`config.mk`:
```
export PLATFORM = sky130hd
export DESIGN_NAME = clock_presence_detector_top
export DESIGN_NICKNAME = d
export VERILOG_FILES = /design/src/rtl/core/ccd_pkg.sv /design/src/rtl/core/clock_presence_detector_top.sv /design/src/rtl/core/ccd_csr.sv /design/src/rtl/core/ccd_core.sv
export SDC_FILE = /design/constraint.sdc
export NUM_CORES = 1
export LEC_CHECK = 0
export ABC_AREA = 1
export BUFFER_PORTS_ARGS = -buffer_cell sky130_fd_sc_hd__buf_2
export CORE_MARGIN = 1
export CORE_UTILIZATION = 40
export CTS_CLUSTER_DIAMETER = 80
export DETAILED_ROUTE_END_ITERATION = 8
export HOLD_SLACK_MARGIN = 0.02
export PLACE_DENSITY = 0.59
export SETUP_SLACK_MARGIN = 0.2
export SYNTH_ARGS = -nofsm -noshare
export SYNTH_HDL_FRONTEND = slang
export SYNTH_SLANG_ARGS = --single-unit
```
`constraint.sdc`:
```
create_clock -name clock -period 6.9 [get_ports clock]
set_clock_uncertainty 0.05 [all_clocks]
set_input_delay 0 -clock clock [delete_from_list [all_inputs] [get_ports clock]]
set_output_delay 0 -clock clock [all_outputs]
set_load 0.005 [all_outputs]
```
`src/rtl/core/ccd_pkg.sv`:
```
// ----------------------------------------------------------------------------
// ccd_pkg: shared types and constants of the clock presence detector
// Holds register indexes, reset values and the configuration bundle.
// ----------------------------------------------------------------------------
package ccd_pkg;

   localparam int CsrIndexWidth = 3;
   localparam int CsrDataWidth  = 32;
   localparam int LevelWidth    = 12;
   localparam int RunWidth      = 8;
   localparam int TimeWidth     = 32;
   localparam int AdjustWidth   = 16;
   localparam int WindowWidth   = 24;
   localparam int CountWidth    = 32;

   localparam logic [LevelWidth-1:0]  LevelLowReset       = 12'd1000;
   localparam logic [LevelWidth-1:0]  LevelHighReset      = 12'd3500;
   localparam logic [RunWidth-1:0]    RunLimitReset       = 8'd20;
   localparam logic [TimeWidth-1:0]   HoldTimeReset       = 32'd1000;
   localparam logic [AdjustWidth-1:0] IntervalAdjustReset = 16'd0;
   localparam logic [WindowWidth-1:0] ValidWindowReset    = 24'd96000;

   typedef enum logic [CsrIndexWidth-1:0] {
      CSR_LEVEL_LOW       = 3'd0,
      CSR_LEVEL_HIGH      = 3'd1,
      CSR_RUN_LIMIT       = 3'd2,
      CSR_HOLD_TIME       = 3'd3,
      CSR_INTERVAL_ADJUST = 3'd4,
      CSR_VALID_WINDOW    = 3'd5
   } csr_index_type;

   typedef struct packed {
      logic [LevelWidth-1:0]  level_low;
      logic [LevelWidth-1:0]  level_high;
      logic [RunWidth-1:0]    run_limit;
      logic [TimeWidth-1:0]   hold_time;
      logic [AdjustWidth-1:0] interval_adjust;
      logic [WindowWidth-1:0] valid_window;
   } ccd_cfg_type;

endpackage

```
`src/rtl/core/clock_presence_detector_top.sv`:
```
// ----------------------------------------------------------------------------
// clock_presence_detector_top: external clock presence detector
// A request is taken into the request register and moved on into the result
// register, which drives the result ports, once that register frees up.
// Throughput: one request per cycle while rsp_stall is low, set by the
// single-pass update of detector state between request and result registers.
// Reset: synchronous; clears all detector state and loads register defaults.
// ----------------------------------------------------------------------------
module clock_presence_detector_top
   import ccd_pkg::*;
(
   input  logic                     clock,
   input  logic                     reset,
   input  logic                     req_valid,
   output logic                     req_stall,
   input  logic [LevelWidth-1:0]    req_cv_level,
   input  logic                     req_clock_level,
   input  logic [TimeWidth-1:0]     req_time_ms,
   output logic                     rsp_valid,
   input  logic                     rsp_stall,
   output logic                     rsp_clock_ok,
   output logic [CountWidth-1:0]    rsp_edge_interval,
   output logic                     rsp_edge_seen,
   input  logic                     csr_valid,
   output logic                     csr_ready,
   input  logic [CsrIndexWidth-1:0] csr_index,
   input  logic [CsrDataWidth-1:0]  csr_data
);

   ccd_cfg_type cfg;

   logic                  in_valid_ff, in_valid_in;
   logic [LevelWidth-1:0] in_cv_ff;
   logic                  in_pin_ff;
   logic [TimeWidth-1:0]  in_time_ff;

   logic                  out_valid_ff, out_valid_in;
   logic                  out_ok_ff;
   logic [CountWidth-1:0] out_interval_ff;
   logic                  out_edge_ff;

   logic                  accept;
   logic                  advance;
   logic                  core_ok;
   logic [CountWidth-1:0] core_interval;
   logic                  core_edge;

   ccd_csr u_csr (
      .clock     (clock),
      .reset     (reset),
      .csr_valid (csr_valid),
      .csr_ready (csr_ready),
      .csr_index (csr_index),
      .csr_data  (csr_data),
      .cfg       (cfg)
   );

   ccd_core u_core (
      .clock         (clock),
      .reset         (reset),
      .cfg           (cfg),
      .advance       (advance),
      .cv_level      (in_cv_ff),
      .clock_level   (in_pin_ff),
      .time_ms       (in_time_ff),
      .clock_ok      (core_ok),
      .edge_interval (core_interval),
      .edge_seen     (core_edge)
   );

   // move a request into the result register when that register frees up
   assign advance   = in_valid_ff && (!out_valid_ff || !rsp_stall);
   assign req_stall = in_valid_ff && !advance;
   assign accept    = req_valid && !req_stall;

   always_comb begin
      in_valid_in  = accept || (in_valid_ff && !advance);
      out_valid_in = advance || (out_valid_ff && rsp_stall);
   end

   always_ff @(posedge clock) begin
      if (reset) begin
         in_valid_ff  <= 1'b0;
         out_valid_ff <= 1'b0;
      end else begin
         in_valid_ff  <= in_valid_in;
         out_valid_ff <= out_valid_in;
      end
   end

   always_ff @(posedge clock) begin
      if (accept) begin
         in_cv_ff   <= req_cv_level;
         in_pin_ff  <= req_clock_level;
         in_time_ff <= req_time_ms;
      end
      if (advance) begin
         out_ok_ff       <= core_ok;
         out_interval_ff <= core_interval;
         out_edge_ff     <= core_edge;
      end
   end

   assign rsp_valid         = out_valid_ff;
   assign rsp_clock_ok      = out_ok_ff;
   assign rsp_edge_interval = out_interval_ff;
   assign rsp_edge_seen     = out_edge_ff;

endmodule

```
`src/rtl/core/ccd_csr.sv`:
```
// ----------------------------------------------------------------------------
// ccd_csr: configuration registers
// Six writable registers; writes to unused indexes are dropped.
// ----------------------------------------------------------------------------
module ccd_csr
   import ccd_pkg::*;
(
   input  logic                     clock,
   input  logic                     reset,
   input  logic                     csr_valid,
   output logic                     csr_ready,
   input  logic [CsrIndexWidth-1:0] csr_index,
   input  logic [CsrDataWidth-1:0]  csr_data,
   output ccd_cfg_type              cfg
);

   ccd_cfg_type cfg_ff;
   ccd_cfg_type cfg_in;

   assign csr_ready = 1'b1;
   assign cfg       = cfg_ff;

   always_comb begin
      cfg_in = cfg_ff;
      if (csr_valid) begin
         unique case (csr_index)
            CSR_LEVEL_LOW:       cfg_in.level_low       = csr_data[LevelWidth-1:0];
            CSR_LEVEL_HIGH:      cfg_in.level_high      = csr_data[LevelWidth-1:0];
            CSR_RUN_LIMIT:       cfg_in.run_limit       = csr_data[RunWidth-1:0];
            CSR_HOLD_TIME:       cfg_in.hold_time       = csr_data[TimeWidth-1:0];
            CSR_INTERVAL_ADJUST: cfg_in.interval_adjust = csr_data[AdjustWidth-1:0];
            CSR_VALID_WINDOW:    cfg_in.valid_window    = csr_data[WindowWidth-1:0];
            default:             cfg_in = cfg_ff;
         endcase
      end
   end

   always_ff @(posedge clock) begin
      if (reset) begin
         cfg_ff.level_low       <= LevelLowReset;
         cfg_ff.level_high      <= LevelHighReset;
         cfg_ff.run_limit       <= RunLimitReset;
         cfg_ff.hold_time       <= HoldTimeReset;
         cfg_ff.interval_adjust <= IntervalAdjustReset;
         cfg_ff.valid_window    <= ValidWindowReset;
      end else begin
         cfg_ff <= cfg_in;
      end
   end

endmodule

```
`src/rtl/core/ccd_core.sv`:
```
// ----------------------------------------------------------------------------
// ccd_core: detector state and per-sample update
// Tracks the non-clock run, the stamp time and the edge counters, and
// computes one result from the registered request.
// ----------------------------------------------------------------------------
module ccd_core
   import ccd_pkg::*;
(
   input  logic                   clock,
   input  logic                   reset,
   input  ccd_cfg_type            cfg,
   input  logic                   advance,
   input  logic [LevelWidth-1:0]  cv_level,
   input  logic                   clock_level,
   input  logic [TimeWidth-1:0]   time_ms,
   output logic                   clock_ok,
   output logic [CountWidth-1:0]  edge_interval,
   output logic                   edge_seen
);

   logic [RunWidth-1:0]   run_count_ff, run_count_in;
   logic [TimeWidth-1:0]  stamp_time_ff, stamp_time_in;
   logic                  pin_was_high_ff, pin_was_high_in;
   logic [CountWidth-1:0] sample_count_ff, sample_count_in;
   logic [CountWidth-1:0] last_edge_ff, last_edge_in;
   logic [CountWidth-1:0] interval_ff, interval_in;

   logic                  in_band;
   logic [RunWidth:0]     run_next;
   logic                  blocked;
   logic                  rise;
   logic [CountWidth-1:0] since_edge;

   always_comb begin
      in_band  = (cv_level > cfg.level_low) && (cv_level < cfg.level_high);
      run_next = {1'b0, run_count_ff} + {{RunWidth{1'b0}}, 1'b1};

      run_count_in  = '0;
      stamp_time_in = stamp_time_ff;
      if (in_band) begin
         // restart the run and stamp once the limit is passed
         if (run_next > {1'b0, cfg.run_limit}) begin
            stamp_time_in = time_ms;
         end else begin
            run_count_in = run_next[RunWidth-1:0];
         end
      end

      blocked = (time_ms - stamp_time_in) < cfg.hold_time;

      rise            = clock_level && !pin_was_high_ff;
      pin_was_high_in = clock_level;
      interval_in     = interval_ff;
      last_edge_in    = last_edge_ff;
      if (rise) begin
         interval_in  = sample_count_ff - last_edge_ff
                        - {{(CountWidth-AdjustWidth){1'b0}}, cfg.interval_adjust};
         last_edge_in = sample_count_ff;
      end

      since_edge = sample_count_ff - last_edge_in;
      clock_ok   = !blocked
                   && (since_edge < {{(CountWidth-WindowWidth){1'b0}}, cfg.valid_window});

      sample_count_in = sample_count_ff + {{(CountWidth-1){1'b0}}, 1'b1};
      edge_interval   = interval_in;
      edge_seen       = rise;
   end

   always_ff @(posedge clock) begin
      if (reset) begin
         run_count_ff    <= '0;
         stamp_time_ff   <= '0;
         pin_was_high_ff <= 1'b0;
         sample_count_ff <= '0;
         last_edge_ff    <= '0;
         interval_ff     <= '0;
      end else if (advance) begin
         run_count_ff    <= run_count_in;
         stamp_time_ff   <= stamp_time_in;
         pin_was_high_ff <= pin_was_high_in;
         sample_count_ff <= sample_count_in;
         last_edge_ff    <= last_edge_in;
         interval_ff     <= interval_in;
      end
   end

endmodule
```
==> impl.org <==
** Die
- Measured along the y axis, the die boundary spans between 200 and 250 um.
- The initial utilization of the core area, before any placement, comes to between 40% and 50%.
- In this run the standard cell core region covers approximately 0.05 mm^2.
- I/O pin count :: between 100 and 150
- Number of placement rows :: 82
- From left edge to right edge, the die measures approximately 230 um.
- The die covers between 0.05 and 0.06 mm^2.

** STA
- Setup repair after global routing missed its margin :: false
- Setup violations remaining at the end of the flow were counted as 0.
- Once routing completed, OpenROAD measured the worst setup slack at 0.8797 ns.
- Static timing analysis puts the maximum clock frequency at approximately 170 MHz.
- In the finished design, the share of the clock period the worst path needs comes to approximately 87%.
- The final number of max-transition violations was 0.
- Final critical delay including setup and external delays :: roughly 6.0 ns
- Setup TNS Final :: 0 ns
- For the pin with the worst max-slew slack, the measured transition is between 1 and 1.5 ns.
- Max-Slew Margin vs Limit :: between 20% and 30%
- The final count of hold timing violations was 0.

** Synthesis
- Count of unique library cells instantiated by Yosys :: 53
- Share of async-settable or async-resettable flops after synthesis :: 0%
- Synthesis warning total :: 0
- Count of flip-flops with a built-in enable after synthesis :: 79
- When the netlist entered floorplanning its net count stood at between 2000 and 3000.
- Register bit count reported by yosys :: roughly 320
- Leading register cell type out of synthesis :: sky130_fd_sc_hd__dfxtp_1
- Synthesis handed over a netlist of 2652 instances.
- After synthesis, the mean cell area works out to about 7.6 um^2.
- The cell area that synthesis handed to floorplanning was a little over 0.02 mm^2.
- Sequential element share of the synthesized area :: a little over a third

** Worst setup path
- Master of the slowest instance on the critical path :: sky130_fd_sc_hd__a2111oi_0
- FF-to-FF path depth :: 34
- Cell depth of the worst setup path :: 34
- Worst Path Required :: 7.27 ns
- On the worst path, the slowest cell contributes a delay of ~0.52 ns.
- Worst-path fanout max :: 24
- Arrival time of the worst setup path :: about 6.4 ns
- Among cell families on the critical path, the largest total delay comes from simple AND/OR/NAND/NOR gates.
- Combined buffer and inverter count along the critical path :: 5
- Crit Path Category :: reg2reg
- Kind of start point of the critical path :: flip-flop
- Type of destination of the critical path :: flip-flop

** Power and ir drop
- Of the total power, the clock network draws roughly 39%.
- Power density over the cells :: 222.3 mW/mm^2
- Net Switching :: between 1.5 and 2 mW
- The design draws between 5 and 6 mW.
- The internal power of the cells totals roughly 3.7 mW.
- Combinational power share :: a little over a fifth
- Sequential cells account for 39.3% of the total power.
- Summed over all cells, the static leakage comes to ~11 nW.
- IR Drop Worst-Case VDD :: between 0.15 and 0.2 mV
- Sw Ratio :: between 30% and 40%

** Clocking
- Clock tree synthesis selected as its root buffer the cell sky130_fd_sc_hd__clkbuf_16.
- In this run the number of H-tree levels came out at 2.
- Cts bufs inserted :: 39
- Latest clock arrival within the worst-skew pair :: 0.57 ns
- The clock drives around 320 sinks.
- After clock tree synthesis, the clock-pin slew on the worst setup and hold paths is around 0.060 ns.
- Number of buffers on the longest clock path :: 3
- TritonCTS built the clock tree.

** Detailed routing
- The pre-antenna-repair detailed-routing pass consisted of 5 iterations.
- After detailed routing, the average wire length per cell comes to 15.14 um.
- Via count of the routed design :: approximately 18000
- For this run, design rule violations remaining after detail routing come to 0.
- Once detail routing completed, the nets flagged for antenna violations numbered 0.
- Wires add up to 53560 um.
- In the routed layout, each cell is associated on average with a via count of a little over 5.
- 1st-iter DRT viols :: just over 1000

** Layout
- Once layout is complete, the cells apart from fillers number around 3500.
- The finished cells cover approximately 0.024 mm^2.
- Antenna cells :: 0
- Area growth from synthesis to layout :: 17.09%
- Final #Nets :: 3138
- In the final layout, the share of cells above drive strength 1 is 8.301%.

** Min path
- Worst Hold Depth :: 5
- Worst hold-check path type :: in2reg

** Placement
- Weighted congestion reported at the end of routability-driven placement :: approximately 0.9
- Area of placed instances :: 0.02146 mm^2
- Once detailed placement completed, the half-perimeter wirelength came to around 40000 um.
- At the placement stage, the worst setup path has a slack of about 0.59 ns.
- Total instance count after detailed placement :: approximately 3400
- Buffers on Ports :: 120

** Global routing
- Entering global routing, the biggest net connects 119 pins.
- Overall overflow remaining after global route :: 0
- Via count of the first global-routing pass :: 17552
- Antenna violations before repair :: 0
- Global Route Usage Sum :: 21.07%
- Global-route wire length before repair :: around 90000 um

** Job
- Max-cap viol count :: 0

** Run status
- Outcome :: completed
==> cells in the final DEF, fill, tap and decap left out, types with 7 or more instances in the layout <==
cell type / instances
sky130_fd_sc_hd__edfxtp_1: 79
sky130_fd_sc_hd__buf_2: 120
sky130_fd_sc_hd__o31ai_1: 7
sky130_fd_sc_hd__a31oi_1: 26
sky130_fd_sc_hd__clkbuf_16: 39
sky130_fd_sc_hd__mux2i_1: 29
sky130_fd_sc_hd__inv_1: 414
sky130_fd_sc_hd__clkbuf_1: 7
sky130_fd_sc_hd__dfxtp_1: 243
sky130_fd_sc_hd__a21o_1: 13
sky130_fd_sc_hd__nand3_1: 89
sky130_fd_sc_hd__nor2_1: 185
sky130_fd_sc_hd__o21ai_0: 224
sky130_fd_sc_hd__xor2_1: 43
sky130_fd_sc_hd__nand4_1: 16
sky130_fd_sc_hd__a211oi_1: 22
sky130_fd_sc_hd__nand2_1: 436
sky130_fd_sc_hd__clkbuf_8: 7
sky130_fd_sc_hd__o21a_1: 20
sky130_fd_sc_hd__nor4_1: 10
sky130_fd_sc_hd__xnor2_1: 23
sky130_fd_sc_hd__nor3_1: 37
sky130_fd_sc_hd__or2_2: 7
sky130_fd_sc_hd__clkinv_1: 7
sky130_fd_sc_hd__buf_4: 17
sky130_fd_sc_hd__o211ai_1: 68
sky130_fd_sc_hd__a21oi_1: 289
sky130_fd_sc_hd__ha_1: 197
sky130_fd_sc_hd__fa_1: 18
sky130_fd_sc_hd__dlygate4sd3_1: 93
==> cell families after synthesis <==
kind of cell,Yosys count,synth area share [%]
XOR/XNOR,66,2.855
adder cells (fa/ha/maj),215,13.95
buffers and inverters,505,9.480
AND/OR/NAND/NOR,812,16.93
other,1,0.01852
multiplexers,29,1.434
flip-flops,322,35.74
AO/OA/AOI/OAI,702,19.58
==> worst reg2reg max path: cells and delay by family (launching register included) <==
kind	cells	cell delay (ns)
muxes	1	0.30
adders and majority gates	4	1.11
buffers and inverters	5	0.68
xor gates and xnor gates	1	0.13
and+or+nand+nor	18	2.02
DFF	1	0.40
AOI/OAI and AO/OA	5	1.20
==> sequential cells by signal, summed over array words and instances (netlist names) <==
| name | flops |
|---|---|
| u_core.interval_ff | 32 |
| in_valid_ff | 1 |
| u_core.last_edge_ff | 32 |
| in_time_ff | 32 |
| u_csr.cfg | 104 |
| in_pin_ff | 1 |
| rsp_edge_seen | 1 |
| in_cv_ff | 12 |
| rsp_valid | 1 |
| rsp_edge_interval | 32 |
| u_core.pin_was_high_ff | 1 |
| u_core.stamp_time_ff | 32 |
| rsp_clock_ok | 1 |
| u_core.run_count_ff | 8 |
| u_core.sample_count_ff | 32 |
==> what timing repair did <==
action / 4_1_cts / 5_1_grt
endpoints found under the setup margin: 0 / 1
hold buffers: 93 / 0
setup buffers: 0 / 5
gates resized for setup: 0 / 5
endpoints found under the hold margin: 163 / 0
==> routing by layer <==
metal | up-vias | track usage (%) | part of all wire (%)
met5 | - | 0 | 0
met4 | 0 | 5.802 | 2.4
met3 | 87 | 2.969 | 3.5
met2 | 324 | 36.30 | 46
met1 | 8124 | 27.41 | 48
li1 | 9270 | - | -
==> final cells by class <==
cell class | count | area (um^2)
fill | 5029 | 26360
multi-input combinational | 1825 | 11120
clock buffer | 53 | 1099
inverter | 420 | 1582
timing repair buffer | 230 | 1659
clock inverter | 17 | 166.4
sequential | 322 | 7237
tap | 672 | 840.8
==> stage by stage <==
step / util (%) / hold WS, ns
floorplan: - / 0.04887
global placement: 42.85 / 0.1263
detailed placement: 42.85 / 0.1281
CTS: 47.24 / 0.02518
global route: 47.35 / 0.05995
finish: 47.35 / 0.05821
==> cell usage after synthesis (all sizes together), types with 13 or more instances <==
| master | number | area, um^2 |
|---|---|---|
| nor2 | 195 | 772.0 |
| edfxtp | 79 | 2372 |
| a21o | 13 | 97.59 |
| buf | 17 | 87.59 |
| o21a | 20 | 150.1 |
| xnor2 | 23 | 201.4 |
| fa | 18 | 360.4 |
| nand4 | 16 | 100.1 |
| mux2i | 29 | 290.3 |
| inv | 419 | 1573 |
| nor3 | 38 | 201.5 |
| nand3 | 96 | 510.5 |
| ha | 197 | 2465 |
| a31oi | 26 | 162.7 |
| xor2 | 43 | 376.6 |
| a21oi | 290 | 1455 |
| o21ai | 232 | 1169 |
| o211ai | 68 | 510.5 |
| a211oi | 22 | 165.2 |
| nand2 | 443 | 1690 |
| dfxtp | 243 | 4865 |
| clkbuf | 68 | 255.2 |
==> power groups by stage <==
stage / combinational [mW] / clock (mW) / sequential, mW
global placement: 1.10 / 0 / 2.11
floorplan: 0.805 / 0 / 2.11
finish: 1.16 / 2.04 / 2.07
global route: 1.33 / 2.17 / 2.08
CTS: 1.16 / 2.10 / 2.07
detailed placement: 1.12 / 0 / 2.11
==> worst paths after layout <==
check	start	to	slack (ns)
worst max-delay path	u_core.run_count_ff[0]$_SDFFE_PP0P_	rsp_clock_ok$_DFFE_PP_	0.88
worst min-delay path	csr_valid	u_csr.cfg[8]$_SDFFE_PP1P_	0.06
worst max register to register	u_core.run_count_ff[0]$_SDFFE_PP0P_	rsp_clock_ok$_DFFE_PP_	0.88
worst min register to register	u_csr.cfg[17]$_SDFFE_PP0P_	u_csr.cfg[17]$_SDFFE_PP0P_	0.41
Power figures use the tool's default switching activity.
